--- config.mk ---
export PLATFORM = sky130hd
export DESIGN_NAME = barometric_pressure_compensation_flat
export DESIGN_NICKNAME = d
export VERILOG_FILES = /design/src/hw/rtl/bpc_pkg.sv /design/src/hw/rtl/bpc_if.sv /design/src/hw/rtl/bpc_ctrl.sv /design/src/hw/rtl/bpc_dp.sv /design/src/hw/rtl/barometric_pressure_compensation.sv /design/src/flat_wrapper.sv
export SDC_FILE = /design/constraint.sdc
export NUM_CORES = 2
export LEC_CHECK = 0
export BUFFER_PORTS_ARGS = -buffer_cell sky130_fd_sc_hd__buf_4
export CAP_MARGIN = 5
export CORE_UTILIZATION = 41
export CTS_CLUSTER_DIAMETER = 120
export DETAILED_ROUTE_END_ITERATION = 7
export PLACE_DENSITY = 0.56
export SLEW_MARGIN = 20
export SYNTH_ARGS = -nofsm -noshare
export SYNTH_HDL_FRONTEND = slang
export SYNTH_HIERARCHICAL = 1
export SYNTH_SLANG_ARGS = --single-unit
--- constraint.sdc ---
create_clock -name clk -period 12.9 [get_ports clk]
set_clock_uncertainty 0.2 [all_clocks]
set_input_delay 2.58 -clock clk [delete_from_list [all_inputs] [get_ports clk]]
set_output_delay 2.58 -clock clk [all_outputs]
set_load 0.02 [all_outputs]
--- src/hw/rtl/bpc_pkg.sv ---
// Shared types and constants for the barometric pressure compensation block.
// Used by the channel interfaces, the controller, the datapath and the top level.
`timescale 1ns / 1ps

package bpc_pkg;

	localparam int unsigned CFG_IDX_W = 3;
	localparam int unsigned CFG_DATA_W = 48;
	localparam int unsigned RAW_W = 24;
	localparam int unsigned TEMP_W = 16;
	localparam int unsigned PRES_W = 20;
	localparam int unsigned B5_W = 28;
	localparam int unsigned DIV_W = 34;
	localparam int unsigned MUL_A_W = 64;
	localparam int unsigned MUL_B_W = 40;
	localparam int unsigned MUL_DIGITS = MUL_B_W / 8;

	localparam logic signed [63:0] B6_OFFSET = 64'sd4000;
	localparam logic [15:0] B7_SCALE = 16'd50000;
	localparam logic signed [39:0] P_SQ_GAIN = 40'sd3038;
	localparam logic signed [39:0] P_LIN_GAIN = -40'sd7357;
	localparam logic signed [63:0] P_BIAS = 64'sd3791;
	localparam logic [31:0] X3_BIAS = 32'd32768;

	typedef enum logic [CFG_IDX_W-1:0] {
		CFG_OSS   = 3'd0,
		CFG_AC123 = 3'd1,
		CFG_AC456 = 3'd2,
		CFG_B12   = 3'd3,
		CFG_MCMD  = 3'd4
	} cfg_idx_t;

	typedef enum logic [1:0] {
		CS_IDLE,
		CS_RUN,
		CS_DONE
	} ctrl_state_t;

	typedef enum logic [3:0] {
		STP_T_MUL,
		STP_T_DIV,
		STP_T_FIN,
		STP_P_B6,
		STP_P_SQ,
		STP_P_X1,
		STP_P_T,
		STP_P_B3,
		STP_P_B4IN,
		STP_P_B7IN,
		STP_P_DIV,
		STP_P_H,
		STP_P_HH,
		STP_P_X1B,
		STP_P_FIN
	} step_t;

	typedef struct packed {
		logic  load_in;
		logic  go;
		step_t step;
		logic  load_out;
	} cmd_t;

	typedef struct packed {
		logic busy;
		logic abort;
	} status_t;

	typedef struct packed {
		logic                  valid;
		logic [CFG_IDX_W-1:0]  index;
		logic [CFG_DATA_W-1:0] data;
	} cfg_wr_t;

endpackage

--- src/hw/rtl/bpc_if.sv ---
// Channel interfaces: raw reading requests, result requests and register writes.
// Depends on bpc_pkg for field widths.
`timescale 1ns / 1ps

interface bpc_meas_if;
	import bpc_pkg::*;
	logic             valid;
	logic             ready;
	logic             kind;
	logic [RAW_W-1:0] raw_reading;
	modport source (output valid, kind, raw_reading, input ready);
	modport sink (input valid, kind, raw_reading, output ready);
endinterface

interface bpc_result_if;
	import bpc_pkg::*;
	logic                     valid;
	logic                     ready;
	logic                     kind_out;
	logic signed [TEMP_W-1:0] temperature_tenths;
	logic [PRES_W-1:0]        pressure_pa;
	logic                     divide_error;
	modport source (output valid, kind_out, temperature_tenths, pressure_pa, divide_error,
		input ready);
	modport sink (input valid, kind_out, temperature_tenths, pressure_pa, divide_error,
		output ready);
endinterface

interface bpc_cfg_if;
	import bpc_pkg::*;
	logic                  valid;
	logic                  ready;
	logic [CFG_IDX_W-1:0]  index;
	logic [CFG_DATA_W-1:0] data;
	modport source (output valid, index, data, input ready);
	modport sink (input valid, index, data, output ready);
endinterface

--- src/hw/rtl/bpc_ctrl.sv ---
// Sequencer for the compensation block: accepts a request, walks the step list,
// hands the result to the output register. Depends on bpc_pkg.
`timescale 1ns / 1ps

module bpc_ctrl
	import bpc_pkg::*;
(
	input  logic    clk,
	input  logic    arst_n,
	input  logic    meas_valid,
	input  logic    meas_kind,
	output logic    meas_ready,
	input  logic    out_ready,
	output logic    out_valid,
	input  status_t sts,
	output cmd_t    cmd
);

	ctrl_state_t state_q, state_d;
	step_t step_q, step_d, step_nxt;
	logic out_valid_q, out_valid_d;
	logic last_step;

	always_ff @(posedge clk or negedge arst_n) begin
		if (!arst_n) begin
			state_q <= CS_IDLE;
			step_q <= STP_T_MUL;
			out_valid_q <= 1'b0;
		end else begin
			state_q <= state_d;
			step_q <= step_d;
			out_valid_q <= out_valid_d;
		end
	end

	always_comb begin
		last_step = 1'b0;
		step_nxt = step_q;
		unique case (step_q)
			STP_T_MUL:  step_nxt = STP_T_DIV;
			STP_T_DIV:  step_nxt = STP_T_FIN;
			STP_T_FIN:  last_step = 1'b1;
			STP_P_B6:   step_nxt = STP_P_SQ;
			STP_P_SQ:   step_nxt = STP_P_X1;
			STP_P_X1:   step_nxt = STP_P_T;
			STP_P_T:    step_nxt = STP_P_B3;
			STP_P_B3:   step_nxt = STP_P_B4IN;
			STP_P_B4IN: step_nxt = STP_P_B7IN;
			STP_P_B7IN: step_nxt = STP_P_DIV;
			STP_P_DIV:  step_nxt = STP_P_H;
			STP_P_H:    step_nxt = STP_P_HH;
			STP_P_HH:   step_nxt = STP_P_X1B;
			STP_P_X1B:  step_nxt = STP_P_FIN;
			STP_P_FIN:  last_step = 1'b1;
			default:    last_step = 1'b1;
		endcase
	end

	always_comb begin
		state_d = state_q;
		step_d = step_q;
		cmd = '0;
		cmd.step = step_q;
		unique case (state_q)
			CS_IDLE: begin
				if (meas_valid) begin
					cmd.load_in = 1'b1;
					step_d = meas_kind ? STP_P_B6 : STP_T_MUL;
					state_d = CS_RUN;
				end
			end
			CS_RUN: begin
				if (!sts.busy) begin
					cmd.go = 1'b1;
					if (sts.abort || last_step) begin
						state_d = CS_DONE;
					end else begin
						step_d = step_nxt;
					end
				end
			end
			CS_DONE: begin
				if (!out_valid_q || out_ready) begin
					cmd.load_out = 1'b1;
					state_d = CS_IDLE;
				end
			end
			default: state_d = CS_IDLE;
		endcase
	end

	always_comb begin
		out_valid_d = out_valid_q;
		if (cmd.load_out) begin
			out_valid_d = 1'b1;
		end else if (out_ready) begin
			out_valid_d = 1'b0;
		end
	end

	assign meas_ready = (state_q == CS_IDLE);
	assign out_valid = out_valid_q;

endmodule

--- src/hw/rtl/bpc_dp.sv ---
// Datapath: calibration registers, kept B5, shared serial multiplier and divider,
// step arithmetic and the output payload register. Depends on bpc_pkg.
`timescale 1ns / 1ps

module bpc_dp
	import bpc_pkg::*;
(
	input  logic                     clk,
	input  logic                     arst_n,
	input  cmd_t                     cmd,
	output status_t                  sts,
	input  cfg_wr_t                  cfg_wr,
	input  logic                     meas_kind,
	input  logic [RAW_W-1:0]         meas_raw,
	output logic                     out_kind,
	output logic signed [TEMP_W-1:0] out_temp,
	output logic [PRES_W-1:0]        out_pres,
	output logic                     out_err
);

	logic [1:0]  oss_q;
	logic [47:0] ac123_q, ac456_q;
	logic [31:0] b12_q, mcmd_q;
	logic signed [B5_W-1:0] b5_q;

	logic             kind_q;
	logic [RAW_W-1:0] raw_q;

	logic signed [MUL_A_W-1:0] ma_q, macc_q;
	logic signed [MUL_B_W-1:0] mb_q;
	logic [2:0] mcnt_q;
	logic mbusy_q;
	logic signed [8:0] mdig;

	logic [DIV_W-1:0] dq_q, dvs_q;
	logic [DIV_W:0]   drem_q, drem_sh;
	logic [5:0] dcnt_q;
	logic dbusy_q, dneg_q;

	logic signed [28:0] b6_q;
	logic signed [45:0] sq_q;
	logic signed [63:0] acc_q, b3_q;
	logic [23:0] up_q;
	logic [DIV_W-1:0] b4_q, p_q;
	logic p_dbl_q;

	logic signed [TEMP_W-1:0] temp_res_q;
	logic [PRES_W-1:0] pres_res_q;
	logic err_res_q;

	logic signed [15:0] ac1_s, ac2_s, ac3_s, b1_s, b2_s, mc_s, md_s;
	logic [15:0] ac4_u, ac5_u, ac6_u;

	logic signed [63:0] t_x1, t_den, t_num, t_num_mag, t_den_mag, q64, t_b5, t_tmp;
	logic signed [63:0] p_b6, p_t, p_b3, p_x3, p_fin;
	logic [31:0] p_u, p_diff, p_b7;
	logic [15:0] p_scale;
	logic [23:0] p_up;
	logic [DIV_W-1:0] p_b4, p_p;

	logic mul_start, div_start;
	logic signed [MUL_A_W-1:0] mul_a;
	logic signed [MUL_B_W-1:0] mul_b;
	logic [DIV_W-1:0] div_num, div_den;
	logic div_neg;

	function automatic logic [23:0] meas_raw_shift(input logic [23:0] raw, input logic [1:0] oss);
		logic [3:0] sh;
		sh = 4'd8 - {2'b0, oss};
		return raw >> sh;
	endfunction

	assign ac1_s = ac123_q[47:32];
	assign ac2_s = ac123_q[31:16];
	assign ac3_s = ac123_q[15:0];
	assign ac4_u = ac456_q[47:32];
	assign ac5_u = ac456_q[31:16];
	assign ac6_u = ac456_q[15:0];
	assign b1_s = b12_q[31:16];
	assign b2_s = b12_q[15:0];
	assign mc_s = mcmd_q[31:16];
	assign md_s = mcmd_q[15:0];

	// temperature terms
	assign t_x1 = macc_q >>> 15;
	assign t_den = t_x1 + 64'(md_s);
	assign t_num = 64'(mc_s) <<< 11;
	assign t_num_mag = t_num[63] ? -t_num : t_num;
	assign t_den_mag = t_den[63] ? -t_den : t_den;
	assign q64 = $signed({30'b0, dq_q});
	assign t_b5 = acc_q + (dneg_q ? -q64 : q64);
	assign t_tmp = (t_b5 + 64'sd8) >>> 4;

	// pressure terms
	assign p_b6 = 64'(b5_q) - B6_OFFSET;
	assign p_up = meas_raw_shift(raw_q, oss_q);
	assign p_t = acc_q + (macc_q >>> 11) + (64'(ac1_s) <<< 2);
	assign p_b3 = ((acc_q <<< oss_q) + 64'sd2) >>> 2;
	assign p_x3 = (acc_q + (macc_q >>> 16) + 64'sd2) >>> 2;
	assign p_u = p_x3[31:0] + X3_BIAS;
	assign p_b4 = macc_q[48:15];
	assign p_diff = {8'b0, up_q} - b3_q[31:0];
	assign p_scale = B7_SCALE >> oss_q;
	assign p_b7 = macc_q[31:0];
	assign p_p = p_dbl_q ? {dq_q[DIV_W-2:0], 1'b0} : dq_q;
	assign p_fin = $signed({30'b0, p_q}) + ((acc_q + (macc_q >>> 16) + P_BIAS) >>> 4);

	always_comb begin
		sts.busy = mbusy_q | dbusy_q;
		sts.abort = 1'b0;
		if (cmd.step == STP_T_DIV && t_den == 64'sd0) begin
			sts.abort = 1'b1;
		end
		if (cmd.step == STP_P_B7IN && p_b4 == '0) begin
			sts.abort = 1'b1;
		end
	end

	// operand selection for the shared units
	always_comb begin
		mul_start = 1'b0;
		div_start = 1'b0;
		mul_a = '0;
		mul_b = '0;
		div_num = '0;
		div_den = '0;
		div_neg = 1'b0;
		unique case (cmd.step)
			STP_T_MUL: begin
				mul_start = 1'b1;
				mul_a = $signed({48'b0, raw_q[15:0]}) - $signed({48'b0, ac6_u});
				mul_b = $signed({24'b0, ac5_u});
			end
			STP_T_DIV: begin
				div_start = !sts.abort;
				div_num = t_num_mag[DIV_W-1:0];
				div_den = t_den_mag[DIV_W-1:0];
				div_neg = t_num[63] ^ t_den[63];
			end
			STP_P_B6: begin
				mul_start = 1'b1;
				mul_a = p_b6;
				mul_b = p_b6[MUL_B_W-1:0];
			end
			STP_P_SQ: begin
				mul_start = 1'b1;
				mul_a = macc_q >>> 12;
				mul_b = 40'(b2_s);
			end
			STP_P_X1: begin
				mul_start = 1'b1;
				mul_a = 64'(b6_q);
				mul_b = 40'(ac2_s);
			end
			STP_P_T: begin
				mul_start = 1'b1;
				mul_a = 64'(b6_q);
				mul_b = 40'(ac3_s);
			end
			STP_P_B3: begin
				mul_start = 1'b1;
				mul_a = 64'(sq_q);
				mul_b = 40'(b1_s);
			end
			STP_P_B4IN: begin
				mul_start = 1'b1;
				mul_a = $signed({32'b0, p_u});
				mul_b = $signed({24'b0, ac4_u});
			end
			STP_P_B7IN: begin
				mul_start = !sts.abort;
				mul_a = $signed({32'b0, p_diff});
				mul_b = $signed({24'b0, p_scale});
			end
			STP_P_DIV: begin
				div_start = 1'b1;
				div_num = p_b7[31] ? {2'b0, p_b7} : {1'b0, p_b7, 1'b0};
				div_den = b4_q;
			end
			STP_P_H: begin
				mul_start = 1'b1;
				mul_a = $signed({38'b0, p_p[DIV_W-1:8]});
				mul_b = $signed({14'b0, p_p[DIV_W-1:8]});
			end
			STP_P_HH: begin
				mul_start = 1'b1;
				mul_a = macc_q;
				mul_b = P_SQ_GAIN;
			end
			STP_P_X1B: begin
				mul_start = 1'b1;
				mul_a = $signed({30'b0, p_q});
				mul_b = P_LIN_GAIN;
			end
			default: begin
			end
		endcase
	end

	// configuration registers and kept B5
	always_ff @(posedge clk or negedge arst_n) begin
		if (!arst_n) begin
			oss_q <= '0;
			ac123_q <= '0;
			ac456_q <= '0;
			b12_q <= '0;
			mcmd_q <= '0;
			b5_q <= '0;
		end else begin
			if (cfg_wr.valid) begin
				case (cfg_wr.index)
					CFG_OSS:   oss_q <= cfg_wr.data[1:0];
					CFG_AC123: ac123_q <= cfg_wr.data;
					CFG_AC456: ac456_q <= cfg_wr.data;
					CFG_B12:   b12_q <= cfg_wr.data[31:0];
					CFG_MCMD:  mcmd_q <= cfg_wr.data[31:0];
					default: begin
					end
				endcase
			end
			if (cmd.go && cmd.step == STP_T_FIN) begin
				b5_q <= t_b5[B5_W-1:0];
			end
		end
	end

	// serial multiplier: one 8-bit digit of B per cycle, top digit signed
	assign mdig = (mcnt_q == 3'(MUL_DIGITS - 1)) ? {mb_q[7], mb_q[7:0]} : {1'b0, mb_q[7:0]};

	always_ff @(posedge clk or negedge arst_n) begin
		if (!arst_n) begin
			mbusy_q <= 1'b0;
		end else if (cmd.go && mul_start) begin
			mbusy_q <= 1'b1;
		end else if (mbusy_q && mcnt_q == 3'(MUL_DIGITS - 1)) begin
			mbusy_q <= 1'b0;
		end
	end

	always_ff @(posedge clk) begin
		if (cmd.go && mul_start) begin
			ma_q <= mul_a;
			mb_q <= mul_b;
			macc_q <= '0;
			mcnt_q <= '0;
		end else if (mbusy_q) begin
			macc_q <= macc_q + ma_q * mdig;
			ma_q <= ma_q <<< 8;
			mb_q <= mb_q >>> 8;
			mcnt_q <= mcnt_q + 3'd1;
		end
	end

	// serial restoring divider: one quotient bit per cycle
	assign drem_sh = {drem_q[DIV_W-1:0], dq_q[DIV_W-1]};

	always_ff @(posedge clk or negedge arst_n) begin
		if (!arst_n) begin
			dbusy_q <= 1'b0;
		end else if (cmd.go && div_start) begin
			dbusy_q <= 1'b1;
		end else if (dbusy_q && dcnt_q == 6'(DIV_W - 1)) begin
			dbusy_q <= 1'b0;
		end
	end

	always_ff @(posedge clk) begin
		if (cmd.go && div_start) begin
			dq_q <= div_num;
			dvs_q <= div_den;
			drem_q <= '0;
			dcnt_q <= '0;
			dneg_q <= div_neg;
			p_dbl_q <= p_b7[31];
		end else if (dbusy_q) begin
			dcnt_q <= dcnt_q + 6'd1;
			if (drem_sh >= {1'b0, dvs_q}) begin
				drem_q <= drem_sh - {1'b0, dvs_q};
				dq_q <= {dq_q[DIV_W-2:0], 1'b1};
			end else begin
				drem_q <= drem_sh;
				dq_q <= {dq_q[DIV_W-2:0], 1'b0};
			end
		end
	end

	// step results
	always_ff @(posedge clk) begin
		if (cmd.load_in) begin
			kind_q <= meas_kind;
			raw_q <= meas_raw;
			temp_res_q <= '0;
			pres_res_q <= '0;
			err_res_q <= 1'b0;
		end else if (cmd.go) begin
			if (sts.abort) begin
				err_res_q <= 1'b1;
			end
			unique case (cmd.step)
				STP_T_DIV: acc_q <= t_x1;
				STP_T_MUL: acc_q <= acc_q;
				STP_T_FIN: begin
					if (t_tmp > 64'sd32767) begin
						temp_res_q <= 16'sh7FFF;
					end else if (t_tmp < -64'sd32768) begin
						temp_res_q <= 16'sh8000;
					end else begin
						temp_res_q <= t_tmp[TEMP_W-1:0];
					end
				end
				STP_P_B6: begin
					b6_q <= p_b6[28:0];
					up_q <= p_up;
				end
				STP_P_SQ: sq_q <= 46'(macc_q >>> 12);
				STP_P_X1: acc_q <= macc_q >>> 11;
				STP_P_T: acc_q <= p_t;
				STP_P_B3: begin
					b3_q <= p_b3;
					acc_q <= macc_q >>> 13;
				end
				STP_P_B4IN: acc_q <= acc_q;
				STP_P_B7IN: b4_q <= p_b4;
				STP_P_DIV: acc_q <= acc_q;
				STP_P_H: p_q <= p_p;
				STP_P_HH: acc_q <= acc_q;
				STP_P_X1B: acc_q <= macc_q >>> 16;
				STP_P_FIN: begin
					if (p_fin < 64'sd0) begin
						pres_res_q <= '0;
					end else if (p_fin > 64'sd1048575) begin
						pres_res_q <= '1;
					end else begin
						pres_res_q <= p_fin[PRES_W-1:0];
					end
				end
				default: begin
				end
			endcase
		end
	end

	// output payload register
	always_ff @(posedge clk) begin
		if (cmd.load_out) begin
			out_kind <= kind_q;
			out_temp <= temp_res_q;
			out_pres <= pres_res_q;
			out_err <= err_res_q;
		end
	end

endmodule

--- src/hw/rtl/barometric_pressure_compensation.sv ---
// Top level of the barometric pressure compensation block: channel wiring,
// controller and datapath. Depends on bpc_pkg, bpc_if, bpc_ctrl and bpc_dp.
`timescale 1ns / 1ps

// Channel  Dir  Payload                                              Handshake
// meas     in   kind, raw_reading                                    valid/ready
// result   out  kind_out, temperature_tenths, pressure_pa, divide_error valid/ready
// cfg      in   index, data (register write)                         valid/ready
//
// One request at a time. A temperature request takes one pass of the shared
// multiplier (start plus five digits) and one pass of the serial divider. A
// pressure request takes ten multiplier passes plus one divider pass, all on
// the shared 64x8 multiplier and the 1-bit-per-cycle divider. Reset clears
// the configuration registers and the kept B5 to zero. A finished result sits
// in the output register while the next request is accepted; the block only
// holds in its final step if that register is still full. Register writes are
// taken in any cycle.

module barometric_pressure_compensation
	import bpc_pkg::*;
(
	input  logic            clk,
	input  logic            arst_n,
	bpc_meas_if.sink        meas,
	bpc_result_if.source    result,
	bpc_cfg_if.sink         cfg
);

	cmd_t    cmd;
	status_t sts;
	cfg_wr_t cfg_wr;

	// register writes are always accepted
	assign cfg.ready = 1'b1;
	assign cfg_wr.valid = cfg.valid;
	assign cfg_wr.index = cfg.index;
	assign cfg_wr.data = cfg.data;

	bpc_ctrl u_ctrl (
		.clk        (clk),
		.arst_n     (arst_n),
		.meas_valid (meas.valid),
		.meas_kind  (meas.kind),
		.meas_ready (meas.ready),
		.out_ready  (result.ready),
		.out_valid  (result.valid),
		.sts        (sts),
		.cmd        (cmd)
	);

	bpc_dp u_dp (
		.clk       (clk),
		.arst_n    (arst_n),
		.cmd       (cmd),
		.sts       (sts),
		.cfg_wr    (cfg_wr),
		.meas_kind (meas.kind),
		.meas_raw  (meas.raw_reading),
		.out_kind  (result.kind_out),
		.out_temp  (result.temperature_tenths),
		.out_pres  (result.pressure_pa),
		.out_err   (result.divide_error)
	);

	// a request drops ready until its result has been loaded into the output register
	a_one_in_flight: assert property (@(posedge clk) disable iff (!arst_n)
		meas.valid && meas.ready |=> !meas.ready)
		else $error("request accepted while another is in flight");

	// a temperature result carries no pressure and the reverse
	a_kind_fields: assert property (@(posedge clk) disable iff (!arst_n)
		result.valid |-> (result.kind_out ? result.temperature_tenths == 16'sd0
			: result.pressure_pa == '0))
		else $error("result field set for the wrong reading kind");

	// a divide error zeroes both result fields
	a_err_zero: assert property (@(posedge clk) disable iff (!arst_n)
		result.valid && result.divide_error |->
			result.pressure_pa == '0 && result.temperature_tenths == 16'sd0)
		else $error("divide error with nonzero result");

endmodule

--- src/flat_wrapper.sv ---
// flat-port wrapper written by rule: the top's interface ports become plain ports
module barometric_pressure_compensation_flat import bpc_pkg::*;
  (clk, arst_n, meas_valid, meas_kind, meas_raw_reading, meas_ready, result_valid, result_kind_out, result_temperature_tenths, result_pressure_pa, result_divide_error, result_ready, cfg_valid, cfg_index, cfg_data, cfg_ready);
  bpc_meas_if meas_i ();
  bpc_result_if result_i ();
  bpc_cfg_if cfg_i ();
  input  logic clk;
  input  logic arst_n;
  input wire logic [$bits(meas_i.valid)-1:0] meas_valid;
  input wire logic [$bits(meas_i.kind)-1:0] meas_kind;
  input wire logic [$bits(meas_i.raw_reading)-1:0] meas_raw_reading;
  output wire logic [$bits(meas_i.ready)-1:0] meas_ready;
  output wire logic [$bits(result_i.valid)-1:0] result_valid;
  output wire logic [$bits(result_i.kind_out)-1:0] result_kind_out;
  output wire logic [$bits(result_i.temperature_tenths)-1:0] result_temperature_tenths;
  output wire logic [$bits(result_i.pressure_pa)-1:0] result_pressure_pa;
  output wire logic [$bits(result_i.divide_error)-1:0] result_divide_error;
  input wire logic [$bits(result_i.ready)-1:0] result_ready;
  input wire logic [$bits(cfg_i.valid)-1:0] cfg_valid;
  input wire logic [$bits(cfg_i.index)-1:0] cfg_index;
  input wire logic [$bits(cfg_i.data)-1:0] cfg_data;
  output wire logic [$bits(cfg_i.ready)-1:0] cfg_ready;
  assign meas_i.valid = meas_valid;
  assign meas_i.kind = meas_kind;
  assign meas_i.raw_reading = meas_raw_reading;
  assign meas_ready = meas_i.ready;
  assign result_valid = result_i.valid;
  assign result_kind_out = result_i.kind_out;
  assign result_temperature_tenths = result_i.temperature_tenths;
  assign result_pressure_pa = result_i.pressure_pa;
  assign result_divide_error = result_i.divide_error;
  assign result_i.ready = result_ready;
  assign cfg_i.valid = cfg_valid;
  assign cfg_i.index = cfg_index;
  assign cfg_i.data = cfg_data;
  assign cfg_ready = cfg_i.ready;
  barometric_pressure_compensation u_core (.clk(clk), .arst_n(arst_n), .meas(meas_i), .result(result_i), .cfg(cfg_i));
endmodule
Word level (Yosys, flattened, before mapping)
Cells that the tools add are included.
{"block": "totals", "reg_bits": 843}
{"block": "op_classes", "n_addsub": 22, "multipliers": 1, "order_cmp": 5, "n_eq_ne": 28, "shifts": 3, "muxes": 51, "bitwise": 3, "n_reduce_logical": 42}
{"cell": "one-hot mux 64 bit (10 select lines)", "count": 1}
{"cell": "one-hot mux 40 bit (11 select lines)", "count": 1}
{"cell": "one-hot mux 64 bit (5 select lines)", "count": 1}
{"cell": "two-way mux 34 bit", "count": 6}
{"cell": "two-way mux 64 bit", "count": 3}
{"cell": "one-hot mux 34 bit (2 select lines)", "count": 2}
{"cell": "adder 64 bit", "count": 2}
{"cell": "adder 34 x 3 -> 34 bit, second input constant", "count": 2}
{"cell": "adder 64 x 13 -> 64 bit, second input constant", "count": 1}
{"cell": "adder 64 x 18 -> 64 bit", "count": 1}
{"cell": "adder 64 x 48 -> 64 bit", "count": 1}
{"cell": "adder 64 x 5 -> 64 bit, second input constant", "count": 1}
{"cell": "adder 64 x 53 -> 64 bit", "count": 1}
{"cell": "zero test 64 bit", "count": 1}
{"cell": "multiplier 64 x 9 -> 64 bit", "count": 1}
{"cell": "negation 34 -> 64 bit", "count": 1}
{"cell": "<<< shifter 64 x 2 -> 34 bit", "count": 1}
{"cell": "adder 35 x 60 -> 61 bit", "count": 1}
{"cell": "greater-than comparator 61 x 21 -> 1 bit, second input constant", "count": 1}
{"cell": "less-than comparator 61 x 1 -> 1 bit, second input constant", "count": 1}
{"cell": "greater-than comparator 60 x 16 -> 1 bit, second input constant", "count": 1}
{"cell": "less-than comparator 60 x 16 -> 1 bit, second input constant", "count": 1}
{"cell": "one-hot mux 4 bit (13 select lines)", "count": 1}
{"cell": "adder 49 x 16 -> 50 bit", "count": 1}
{"cell": "56 further kinds", "count": 121}

Logic depth before layout (Yosys ltp)
{"block": "depth", "word_depth": 9, "ltp_mapped": 35}

By module
Netlist, hierarchy kept.
{"module": "bpc_dp", "instances": 1, "cells_per_inst": 9034, "area_each_um2": 81675.8, "seq_area_each_um2": 22431.5}
{"module": "bpc_ctrl", "instances": 1, "cells_per_inst": 52, "area_each_um2": 519.2, "seq_area_each_um2": 175.2}
{"module": "barometric_pressure_compensation", "instances": 1, "cells_per_inst": 2, "area_each_um2": 11.3, "seq_area_each_um2": 0.0}

Worst setup path before layout
No wires, ideal clock.
{"block": "synth_path", "kind": "in2reg", "start": "input meas_valid", "end": "register u_core.u_dp.sq_q[0] (enable)", "setup_ns": 0.564, "t_arrival_ns": 7.773, "slack_ns": 4.363, "path_stages": 4, "n_path_buf": 1, "cell_sequence": "nor3b_2 clkbuf_1 nand2b_1 nor4_1"}
{"block": "synth_between", "elab_chain_cells": 4}
{"item": "start, declared", "line_no": "flat_wrapper.sv:9", "text": "input wire logic [$bits(meas_i.valid)-1:0] meas_valid;"}
{"item": "two-way mux 1 bit", "line_no": "bpc_ctrl.sv:66", "text": "if (meas_valid) begin"}
{"item": "two-way mux 1 bit", "line_no": "bpc_ctrl.sv:64", "text": "unique case (state_q)"}
{"item": "inverter 1 bit (no source line)"}
{"item": "AND reduction 3 bit (no source line)"}
{"item": "end signal, assigned", "line_no": "bpc_dp.sv:315", "text": "STP_P_SQ: sq_q <= 46'(macc_q >>> 12);"}
{"item": "end, declared", "line_no": "bpc_dp.sv:41", "text": "logic signed [45:0] sq_q;"}
No other way between the ends.
A chain may end at the register's enable or synchronous reset.

Worst setup path in the final report
{"block": "layout_path", "start": "register u_core.u_dp.dq_q[3]", "end": "register u_core.u_dp.temp_res_q[12]"}
{"block": "layout_between", "elab_chain_cells": 7, "word_cells_on_any_way": 8, "cone_classes": "add/sub (3); order compare (2); mux (3)"}
{"item": "start, declared", "line_no": "bpc_dp.sv:35", "text": "logic [DIV_W-1:0] dq_q, dvs_q;"}
{"item": "start signal, assigned", "line_no": "bpc_dp.sv:269", "text": "dq_q <= div_num;"}
{"item": "start signal, assigned", "line_no": "bpc_dp.sv:279", "text": "dq_q <= {dq_q[DIV_W-2:0], 1'b1};"}
{"item": "start signal, assigned", "line_no": "bpc_dp.sv:282", "text": "dq_q <= {dq_q[DIV_W-2:0], 1'b0};"}
{"item": "negation 34 -> 64 bit", "line_no": "bpc_dp.sv:91", "text": "assign t_b5 = acc_q + (dneg_q ? -q64 : q64);"}
{"item": "two-way mux 64 bit *", "line_no": "bpc_dp.sv:91"}
{"item": "adder 64 bit *", "line_no": "bpc_dp.sv:91"}
{"item": "adder 64 x 5 -> 64 bit *", "line_no": "bpc_dp.sv:92", "text": "assign t_tmp = (t_b5 + 64'sd8) >>> 4;"}
{"item": "less-than comparator 60 x 16 -> 1 bit", "line_no": "bpc_dp.sv:305", "text": "end else if (t_tmp < -64'sd32768) begin"}
{"item": "two-way mux 16 bit", "line_no": "bpc_dp.sv:305"}
{"item": "two-way mux 16 bit *", "line_no": "bpc_dp.sv:303", "text": "if (t_tmp > 64'sd32767) begin"}
{"item": "end signal, assigned", "line_no": "bpc_dp.sv:308", "text": "temp_res_q <= t_tmp[TEMP_W-1:0];"}
{"item": "end, declared", "line_no": "bpc_dp.sv:47", "text": "logic signed [TEMP_W-1:0] temp_res_q;"}
Mark *: on every way between the ends. The rest lies on a longest branch, timed or not.

==> impl_metrics.csv <==
group,metric,value,unit
routing,route.detailed.drc,23,
placement,globalplace.congestion,1.01,
final_layout,final_cell_mix,"1013 x nand2_1, 611 x inv_1, 607 x nor2_1, 532 x fa_1, 506 x ha_1",
sta,drv_slew,0,
cts,postCtsHoldBufs,0,
synthesis,synth.top_cell.area_share,17.9,%
synthesis,yosysSeqAreaShare,27.5,%
global_route,grt_pass1_wl,460000,µm
final_layout,final_core_util,45.3,%
routing,via_count,71319,
synthesis,synth_top_family_by_area,"adder cells",
routing,drtIter0Drc,7972,
global_route,grt_max_degree,115,
global_route,first_global_vias,69128,
routing,antenna_left,0,
min_path,hold_path_end,"u_core/u_dp/out_kind",
min_path,hold_path_depth,0,
global_route,overflow,0,
cts,clk_pin_slew,60,ps
final_layout,final_cell_area,89700,µm²
outcome,failed_checks,"DRC",
cts,cts_root_buf,"clkbuf_16",
synthesis,syn-cell-area,82200,µm²
final_layout,final_common_cell,"nand2_1",
final_layout,stdcell_count,11729,
global_route,gr-usage-all-layers,30.1,%
floorplanning,dieHeight,450,µm
cts,clockBufferDepth,3,
cts,cts_setup_buffers,0,
cts,clock_latency,790,ps
sta,slew-limit-headroom,18.7,%
routing,wirelength,310000,µm
setup_path,timing.rr.end,"u_core/u_dp/temp_res_q[12]",
floorplanning,num_rows,163,
sta,tns,0,ps
synthesis,synth_top_area_cell,"edfxtp_1",
setup_path,crit_slowest_cell,"nor4b_2",
setup_path,cp_data_arrival_time,10010,ps
floorplanning,initial_utilization,41.5,%
synthesis,yosysUniqueCellTypes,128,
synthesis,synth_edf_count,491,
floorplanning,pin_count,122,
synthesis,yosys-top-cells-area,"edfxtp_1 18%, fa_1 13%, ha_1 7.7%, dfrtp_1 6.1%, nand2_1 4.6%",
sta,setup_viol,0,
setup_path,reg2reg_slack,3300,ps
setup_path,startpoint_type,"flop",
routing,wl_per_cell,26.5,µm
setup_path,max_stage_delay,720,ps
synthesis,synth_mux_area_share,5.00,%
cts,cts_made_buffers,100,
synthesis,synth_warnings,6,
sta,post-route-min-period,9600,ps
synthesis,synth_compound_area_share,17.6,%
synthesis,async_reset_ff_share,23.9,%
synthesis,syn-instance-count,9088,
outcome,outcome,"finished, violations left",
job,maxCapViolations,0,
placement,place_area,86000,µm²
synthesis,avgSynthCellArea,9.05,µm²
setup_path,end_kind,"flop",
setup_path,r2r_cells,28,
cts,post_cts_resized,0,
final_layout,nets,10113,
synthesis,yosys.area_share.simple,17.4,%
setup_path,path_max_fanout,16,
sta,tightest_slew,1200,ps
synthesis,synth_xor_area_share,6.66,%
placement,dp_cells,11532,
cts,cts_max_level,3,
floorplanning,core,198000,µm²
routing,avgViaCountPerCell,6.08,
setup_path,r2r_start,"u_core/u_dp/dq_q[3]",
final_layout,post_route_cells_drive_above_1_share,9.44,%
placement,hpwl,238000,µm
sta,max_clock_freq,0.104,GHz
cts,cts.sinks,834,
setup_path,worstPathRequired,13310,ps
final_layout,syn2layout_area_growth,9.13,%
min_path,worstHoldStart,"u_core/u_dp/kind_q",
sta,final.period_utilization,74.4,%
floorplanning,die_x,450,µm
sta,hold_viol_final,0,
placement,io_buffers,120,
sta,rsz0062_at_grt,"false",
routing,drtPass1Iterations,8,
synthesis,synth_ff_type,"edfxtp_1",
final_layout,final.fill_count,19204,
synthesis,synthAdderAreaFrac,20.7,%
cts,cts_tree,"built",
setup_path,worstSetupPathType,"reg2reg",
synthesis,ys_ff_latch,834,
global_route,antenna_found_initial,30,
min_path,hp-class,"reg2reg",
floorplanning,die_area,202000,µm²
[per-layer routing]
| layer | up-vias | wire (µm) | GRT usage (%) |
|---|---|---|---|
| li1 | 32217 | - | - |
| met2 | 3050 | 132000 | 44.8 |
| met4 | 18 | 10100 | 8.77 |
| met1 | 35538 | 137000 | 43.4 |
| met3 | 496 | 30600 | 6.55 |
| met5 | - | 107 | 0 |
[critical path, delay by kind of cell, from the launching register on]
family / cells / cell delay [ps]
simple gates: 16 / 6150
xor+xnor: 1 / 110
flops: 1 / 490
buf+inv: 2 / 380
fa+ha+maj: 1 / 420
compound gates: 8 / 1690
[cells by family after synthesis]
kind of cell | count (synthesis)
adders and majority gates | 1038
buffers and inverters | 1101
and+or+nand+nor | 2947
xor gates and xnor gates | 624
DFF | 834
other | 2
AOI/OAI and AO/OA | 2160
muxes | 382
[flip-flops by register name, summed over array words and instances (netlist names), 29 cells and up]
name and count:
u_core/u_dp/acc_q 64, u_core/u_dp/ma_q 64, u_core/u_dp/macc_q 64, u_core/u_dp/ac123_q 48, u_core/u_dp/ac456_q 48, u_core/u_dp/sq_q 46, u_core/u_dp/b4_q 34, u_core/u_dp/dq_q 34
u_core/u_dp/drem_q 34, u_core/u_dp/dvs_q 34, u_core/u_dp/p_q 34, u_core/u_dp/b12_q 32, u_core/u_dp/b3_q 32, u_core/u_dp/mcmd_q 32, u_core/u_dp/mb_q 31, u_core/u_dp/b6_q 29
[synth_stat cells, types with 19 or more instances]
cell       number
nand2_1      1015
nor2_1        620
inv_1         613
fa_1          532
ha_1          506
a21oi_1       496
edfxtp_1      491
xnor2_1       419
o21ai_0       408
clkbuf_1      396
and2_1        246
a21o_1        212
mux2_2        210
xor2_1        204
dfrtp_1       199
nand3_1       194
mux2i_1       170
nor3_1        169
dfxtp_1       144
nand4_1       119
a22oi_1       106
a211oi_1       96
a31oi_1        90
or2_2          81
nor4_1         77
o21bai_1       77
o211ai_1       73
nand2b_1       70
and3_1         68
o21a_1         66
nor2b_1        65
buf_1          63
or3_1          60
a221oi_1       55
a222oi_1       47
o31ai_1        47
a22o_1         42
o22ai_1        36
a2111oi_0      31
and4_1         24
or4_1          24
o21ai_1        23
a21boi_0       19
o2bb2ai_1      19
[worst max path at each step]
| stage | start | to | slack (ps) | depth (start not counted) |
|---|---|---|---|---|
| floorplan | meas_valid | u_core/u_dp/sq_q[0] | 4360 | 4 |
| global route | u_core/u_dp/macc_q[16] | u_core/u_dp/pres_res_q[0] | 2600 | 28 |
| global placement | u_core/u_dp/dq_q[3] | u_core/u_dp/temp_res_q[0] | 3360 | 30 |
| detailed placement | u_core/u_dp/dq_q[3] | u_core/u_dp/temp_res_q[12] | 3390 | 28 |
| CTS | u_core/u_dp/dq_q[3] | u_core/u_dp/temp_res_q[12] | 3310 | 28 |
| finish | u_core/u_dp/dq_q[3] | u_core/u_dp/temp_res_q[12] | 3300 | 28 |
[per-stage QoR]
stage / hold WS [ps] / setup WS [ps]
6_report: 222 / 3300
3_3_place_gp: 205 / 3360
3_5_place_dp: 209 / 3390
4_1_cts: 225 / 3310
5_1_grt: 231 / 2600
2_1_floorplan: 200 / 4360
[layout make-up]
type / instances / area, µm² / area share, %
Clock buffer: 138 / 2840 / 3.17
Clock inverter: 50 / 785 / 0.874
Sequential cell: 834 / 22600 / 25.2
Antenna cell: 9 / 22.5 / 0.0251
Inverter: 614 / 2310 / 2.57
Timing Repair Buffer: 288 / 2180 / 2.43
Tap cell: 2640 / 3300 / 3.68
Multi-Input combinational cell: 7156 / 55600 / 62.0
Power is not shown: default switching activity piles up to over one toggle a cycle in this logic, so the estimate is an artifact.
